[src/rtl/core/nrt_pkg.sv]
// shared types, codes and number helpers for the number redirect table
package nrt_pkg;

  // fixed field widths
  localparam int NUM_W   = 64;
  localparam int DIG_W   = 60;
  localparam int LEN_W   = 4;
  localparam int OWN_W   = 2;
  localparam int MEM_W   = OWN_W + 2 * NUM_W;
  localparam int NIBBLES = DIG_W / 4;

  // operation codes
  localparam logic [2:0] OP_CREATE    = 3'd0;
  localparam logic [2:0] OP_DELETE    = 3'd1;
  localparam logic [2:0] OP_INSERT    = 3'd2;
  localparam logic [2:0] OP_ERASE     = 3'd3;
  localparam logic [2:0] OP_TRANSFORM = 3'd4;

  // status codes
  localparam logic [2:0] ST_OK      = 3'd0;
  localparam logic [2:0] ST_INVALID = 3'd1;
  localparam logic [2:0] ST_UNKNOWN = 3'd2;
  localparam logic [2:0] ST_FULL    = 3'd3;
  localparam logic [2:0] ST_NOMAP   = 3'd4;

  typedef enum logic [3:0] {
    S_IDLE,
    S_DECODE,
    S_DEL_RD,
    S_DEL_CMP,
    S_CNT_RD,
    S_CNT_CMP,
    S_FND_RD,
    S_FND_CMP,
    S_APPLY,
    S_FINISH
  } nrt_state_t;

  // controller to datapath commands
  typedef struct packed {
    logic       accept;
    logic       scan_init;
    logic       del_cmp;
    logic       cnt_cmp;
    logic       fnd_cmp;
    logic       do_create;
    logic       do_unmap;
    logic       do_write;
    logic       do_erase;
    logic       do_follow;
    logic       do_cyc;
    logic       res_en;
    logic       set_status;
    logic [2:0] status;
    logic       finish;
  } nrt_cmd_t;

  // datapath to controller status
  typedef struct packed {
    logic [2:0] op;
    logic       src_ok;
    logic       dst_ok;
    logic       known;
    logic       found;
    logic       free_found;
    logic       last;
    logic       steps_over;
    logic       out_free;
  } nrt_stat_t;

  // canonical number {ok, digits masked past len, len}
  function automatic logic [NUM_W:0] canon(input logic [DIG_W-1:0] d,
                                           input logic [LEN_W-1:0] len,
                                           input int maxd);
    logic [DIG_W-1:0] keep;
    logic             ok;
    keep = '0;
    ok   = (len != '0) && (int'(len) <= maxd);
    for (int i = 0; i < NIBBLES; i++) begin
      if (i < int'(len)) begin
        keep[DIG_W-1-4*i -: 4] = 4'hF;
        if (d[DIG_W-1-4*i -: 4] > 4'd9) ok = 1'b0;
      end
    end
    return {ok, d & keep, len};
  endfunction

endpackage

[src/rtl/core/nrt_ctrl.sv]
// sequencing state machine for the number redirect table
module nrt_ctrl
  import nrt_pkg::*;
(
  input  logic      clk,
  input  logic      rst_n,
  input  logic      in_valid,
  output logic      in_stall,
  input  nrt_stat_t stat,
  output nrt_cmd_t  cmd
);

  nrt_state_t state_r, state_nxt;

  // state register
  always_ff @(posedge clk) begin
    if (!rst_n) state_r <= S_IDLE;
    else        state_r <= state_nxt;
  end

  // next state
  always_comb begin
    state_nxt = state_r;
    unique case (state_r)
      S_IDLE:   if (in_valid) state_nxt = S_DECODE;
      S_DECODE: begin
        case (stat.op) inside
          OP_CREATE: state_nxt = S_FINISH;
          OP_DELETE: state_nxt = stat.known ? S_DEL_RD : S_FINISH;
          OP_INSERT, OP_ERASE, OP_TRANSFORM: begin
            if (!stat.src_ok || (stat.op == OP_INSERT && !stat.dst_ok) || !stat.known)
              state_nxt = S_FINISH;
            else if (stat.op == OP_TRANSFORM)
              state_nxt = S_CNT_RD;
            else
              state_nxt = S_FND_RD;
          end
          default: state_nxt = S_FINISH;
        endcase
      end
      S_DEL_RD:  state_nxt = S_DEL_CMP;
      S_DEL_CMP: state_nxt = stat.last ? S_FINISH : S_DEL_RD;
      S_CNT_RD:  state_nxt = S_CNT_CMP;
      S_CNT_CMP: state_nxt = stat.last ? S_FND_RD : S_CNT_RD;
      S_FND_RD:  state_nxt = S_FND_CMP;
      S_FND_CMP: state_nxt = stat.last ? S_APPLY : S_FND_RD;
      S_APPLY: begin
        if (stat.op == OP_TRANSFORM && stat.found && !stat.steps_over)
          state_nxt = S_FND_RD;
        else
          state_nxt = S_FINISH;
      end
      S_FINISH: if (stat.out_free) state_nxt = S_IDLE;
      default:  state_nxt = S_IDLE;
    endcase
  end

  // command outputs
  always_comb begin
    cmd      = '0;
    in_stall = (state_r != S_IDLE);
    unique case (state_r)
      S_IDLE: cmd.accept = in_valid;
      S_DECODE: begin
        case (stat.op) inside
          OP_CREATE: cmd.do_create = 1'b1;
          OP_DELETE: begin
            if (stat.known) begin
              cmd.scan_init = 1'b1;
            end else begin
              cmd.set_status = 1'b1;
              cmd.status     = ST_UNKNOWN;
            end
          end
          OP_INSERT, OP_ERASE, OP_TRANSFORM: begin
            if (!stat.src_ok || (stat.op == OP_INSERT && !stat.dst_ok)) begin
              cmd.set_status = 1'b1;
              cmd.status     = ST_INVALID;
            end else if (!stat.known) begin
              cmd.set_status = 1'b1;
              cmd.status     = ST_UNKNOWN;
            end else begin
              cmd.scan_init = 1'b1;
            end
          end
          default: ;
        endcase
      end
      S_DEL_RD: ;
      S_DEL_CMP: begin
        cmd.del_cmp  = 1'b1;
        cmd.do_unmap = stat.last;
      end
      S_CNT_RD: ;
      S_CNT_CMP: begin
        cmd.cnt_cmp   = 1'b1;
        cmd.scan_init = stat.last;
      end
      S_FND_RD:  ;
      S_FND_CMP: cmd.fnd_cmp = 1'b1;
      S_APPLY: begin
        case (stat.op)
          OP_INSERT: begin
            if (stat.found || stat.free_found) begin
              cmd.do_write = 1'b1;
            end else begin
              cmd.set_status = 1'b1;
              cmd.status     = ST_FULL;
            end
          end
          OP_ERASE: cmd.do_erase = 1'b1;
          default: begin
            if (!stat.found) begin
              cmd.res_en = 1'b1;
            end else if (stat.steps_over) begin
              cmd.do_cyc = 1'b1;
            end else begin
              cmd.do_follow = 1'b1;
              cmd.scan_init = 1'b1;
            end
          end
        endcase
      end
      S_FINISH: cmd.finish = stat.out_free;
      default: ;
    endcase
  end

endmodule

[config.mk]
export PLATFORM = sky130hd
export DESIGN_NAME = nrt_ctrl
export DESIGN_NICKNAME = d
export VERILOG_FILES = /design/src/rtl/core/nrt_pkg.sv /design/src/rtl/core/nrt_ctrl.sv
export SDC_FILE = /design/constraint.sdc
export NUM_CORES = 1
export LEC_CHECK = 0
export BUFFER_PORTS_ARGS = -buffer_cell sky130_fd_sc_hd__buf_2
export CAP_MARGIN = 5
export CORE_MARGIN = 4
export CORE_UTILIZATION = 47
export CTS_BUF_LIST = sky130_fd_sc_hd__clkbuf_4 sky130_fd_sc_hd__clkbuf_8 sky130_fd_sc_hd__clkbuf_16
export CTS_CLUSTER_DIAMETER = 60
export DETAILED_ROUTE_END_ITERATION = 8
export PLACE_DENSITY = 0.82
export SLEW_MARGIN = 10
export SYNTH_ARGS = -nofsm -noshare
export SYNTH_HDL_FRONTEND = slang
export SYNTH_SLANG_ARGS = --single-unit
[constraint.sdc]
create_clock -name clk -period 2.19 [get_ports clk]
set_input_delay 0.438 -clock clk [delete_from_list [all_inputs] [get_ports clk]]
set_output_delay 0.438 -clock clk [all_outputs]
set_load 0.01 [all_outputs]
# After elaboration in Yosys (flattened, before gate mapping)
# Cells that the tools add are included.
# Widths: inputs -> output; s select.
[op_classes] n_eq_ne=15 muxes=46 n_reduce_logical=16
[op_table] op="$mux 4" n=17
[op_table] op="$pmux 4 s10" n=1
[op_table] op="$mux 1" n=21
[op_table] op="$eq 4x3->1 const B" n=4
[op_table] op="$eq 4x2->1 const B" n=2
[op_table] op="$eq 4x4->1 const B" n=2
[op_table] op="$pmux 4 s2" n=1
[op_table] op="$eq 3x2->1 const B" n=2
[op_table] op="$mux 2" n=3
[op_table] op="$mux 5" n=1
[op_table] op="$eq 4x1->1 const B" n=1
[op_table] op="$logic_not 1->1" n=4
[op_table] op="$logic_not 4->1" n=1
[op_table] op="$ne 2x2->1 const B" n=2
[op_table] op="$reduce_bool 4->1" n=1
[op_table] op="$eq 3x1->1 const B" n=1
[op_table] op="$eq 3x3->1 const B" n=1
[op_table] op="$logic_and 1x1->1" n=3
[op_table] op="$logic_not 3->1" n=1
[op_table] op="$logic_or 1x1->1" n=3
[op_table] op="$mux 3" n=1
[op_table] op="$pmux 1 s3" n=1
[op_table] op="$reduce_or 3->1" n=1
[op_table] op="$reduce_and 2->1" n=1
[op_table] op="$reduce_or 2->1" n=1
[totals] elab_cells=78 register_bits=4 out_inout_bits=18 in_bits=14

# Depth between registers and ports, before layout
[logic_depth] depth_word=9 depth_mapped=5

# Worst setup path after synthesis
# No wires, ideal clock.
[synth_path] path_kind="input-to-output" from="input stat[8] (netlist bit)" to="output cmd[1] (netlist bit)" t_arrival_ns=1.398 t_required_ns=1.752 path_buffers=1 path_stages=5 setup_slack_ns=0.354 cell_sequence="clkbuf_1 > or3b_1 > nor2_1 > a21oi_1 > o21ai_0"
[synth_lines] element="start: declaration" line="nrt_ctrl.sv:9" rtl="input nrt_stat_t stat,"
[synth_lines] element="end: declaration" line="nrt_ctrl.sv:10" rtl="output nrt_cmd_t cmd"

==> reports/qor.yml <==
run_status:
  run_status: "finished, final reports clean"
timing:
  period_share_pct: 96.5
  max_freq_ghz: 0.473
  clock-skew-final_ns: 0.000191
  final-setup-viol-count: 0
  maxSlewViolCount: 0
  fin_setup_tns_ns: 0
  hold_violations: 0
  final.min_clock_period_ns: 2.11
  fin_ws_ns: 0.0772
cells_and_area:
  area_delta_synth_final_pct: 25.9
  num_antenna_cells: 0
  top_register: "state_r"
  final_util_pct: 66.7
  top_regs: "state_r x4"
  drive_gt1_share_pct: 39.3
  nNetsFinal: 138
  largest_reg_flops: 4
setup_path:
  worstSetupPathType: "flop to output pin"
  worst_setup_path_start_kind: "flop"
  required_ns: 1.75
  r2r.worst_path.cells: 3
  critPathArrivalTime_ns: 1.67
  crit_path_max_fanout: 11
  worstSetupEndpointType: "output pin"
clock_tree:
  clkSinkCount: 4
  cts_setup_buffers: 0
  clk_pin_slew_ns: 0.04
  cts.htree.levels: 1
  tritoncts.num_buffers: 3
  root_buffer: "clkbuf_4"
  cts_buffer_depth: 2
  cts_tree: "done"
  clock_latency_ns: 0.24
placed_design:
  place_congestion: 0.846
  dp_hpwl_um: 1330
  place_ws_ns: 0.250
  port_buffers: 30
logic_synthesis:
  synth_top_area_share_pct: 12.7
  yosysWarnings: 0
  ys_seq_area_share_pct: 12.7
  syn_area_um2: 628
  ys_async_sr_fraction_pct: 0
  syn_nets: 110
  syn_area_per_cell_um2: 6.54
  synth_ff_type: "dfxtp_1"
  yosys.cell_count.top_type: "nand2_1"
  synth-edff-count: 0
  synth_commonest_cells: "nand2_1 (11), nor2_1 (9), o21ai_0 (5)"
  syn_inst: 96
  synth_top_cell_by_area: "dfxtp_1"
  synth_seq_cells: 4
  yosysUniqueCellTypes: 41
  synthTopCellsByArea: "dfxtp_1 (13%), nand2_1 (6.6%), nor2_1 (5.4%)"
floorplanning:
  core_area_um2: 1190
  io_pins: 32
  die_width_um: 44.6
  dieArea_um2: 1990
  die_h_um: 44.6
  row_count: 12
  initial_core_util_pct: 53.0
global_routing:
  grt_pass1_vias: 619
  grt_use_total_pct: 18.6
  grt_max_degree: 15
  grtUsageMet3_pct: 2.44
  grt_pass1_wl_um: 2740
  antenna_found_initial: 0
  use_met2_pct: 26.4
  grt.overflow.total: 0
  gr-usage-met1_pct: 26.0
  grt-busiest-layer: "met2"
detailed_routing:
  avgViaCountPerCell: 5.93
  dr.pass1.iters: 4
  wire_per_inst_um: 13.3
  antenna_left: 0
  vias: 806
  drt_iter0_markers: 15
  drt_wl_total_um: 1820
  drt_drc_violations_left: 0
job:
  cap_violations: 0
min_path:
  hold_path_class: "input pin to flop"
  hold_depth: 3
pwr:
  seqPwrFrac_pct: 23.5
  peakVddDrop_mv: 0.339
  power.share.combinational_pct: 61.5
  power_switching_mw: 0.281
  p_leak_nw: 0.391
  clkPwrFrac_pct: 15.0
  cell_internal_pwr_mw: 0.336
  power.share.switching_pct: 45.5
  cellPowerDensity_nw_per_um2: 780
[through the flow]
stage	hold WS [ns]	power (mW)	cell area, um^2	cells
6_report	0.430	0.617	791	136
5_1_grt	0.427	0.672	791	136
4_1_cts	0.436	0.606	774	136
3_5_place_dp	0.640	0.512	752	133
3_3_place_gp	0.618	0.499	752	133
2_1_floorplan	0.547	0.409	628	96
[cell families after synthesis]
kind of cell / share of synthesized area, %
simple gates: 50.2
compound gates: 25.9
other cells: 0.597
buf+inv: 10.6
flops: 12.7
[power by group through the flow]
stage	registers, mW	clock network [mW]	logic, mW
global route	0.151	0.105	0.416
global placement	0.136	0	0.363
finish	0.145	0.0924	0.380
CTS	0.138	0.0938	0.374
detailed placement	0.139	0	0.372
floorplan	0.111	0	0.298
[path summary, 6_finish.rpt]
check | slack, ns | from | endpoint
max | 0.08 | state_r[2]$_SDFFE_PN0P_ | cmd[15]
min | 0.43 | rst_n | state_r[3]$_SDFFE_PN0P_
min reg2reg | 0.58 | state_r[2]$_SDFFE_PN0P_ | state_r[3]$_SDFFE_PN0P_
max reg2reg | 0.72 | state_r[2]$_SDFFE_PN0P_ | state_r[2]$_SDFFE_PN0P_
[worst max-delay path, stage by stage (launching register included)]
cell and delay [ns]:
dfxtp_4 0.37, or4b_4 0.58, nor2_2 0.13, nand2_1 0.09, o211ai_1 0.10, buf_2 0.16
[layout make-up]
class                      instances  area (um^2)
multi-input combinational         80          492
fill                             116          395
tap                               14         17.5
inverter                           4         15.0
sequential                         4         86.3
timing repair buffer              31          158
clock buffer                       3         22.5
[layer usage]
metal	vias to the layer above	routed length (um)
met5	-	0
met4	0	40
met3	5	127
met2	30	807
met1	369	840
li1	402	-
[cell usage in the layout, fill, tap and decap left out, types with 2 or more instances in the layout]
cell      netlist  routed
buf_2           2      30
nand2_1        11      11
nor2_1          9       7
o21ai_0         5       5
and3_1          4       4
inv_1           4       4
a21oi_1         4       4
nand3_1         4       4
a31oi_1         4       4
nor2b_1         3       3
nor4_1          3       3
o31ai_1         3       3
clkbuf_4        0       3
and2_1          2       2
nor2_2          0       2
nor3b_1         2       2
nand2b_1        2       2
or3b_1          2       2
nand4_1         2       2
dfxtp_2         0       2
[what timing repair did]
action / CTS / global route
hold buffers: 0 / 0
gates resized for setup: 0 / 7
hold endpoints to repair: 0 / 0
endpoints found under the setup margin: 0 / 5
(Power assumes the default switching activity.)
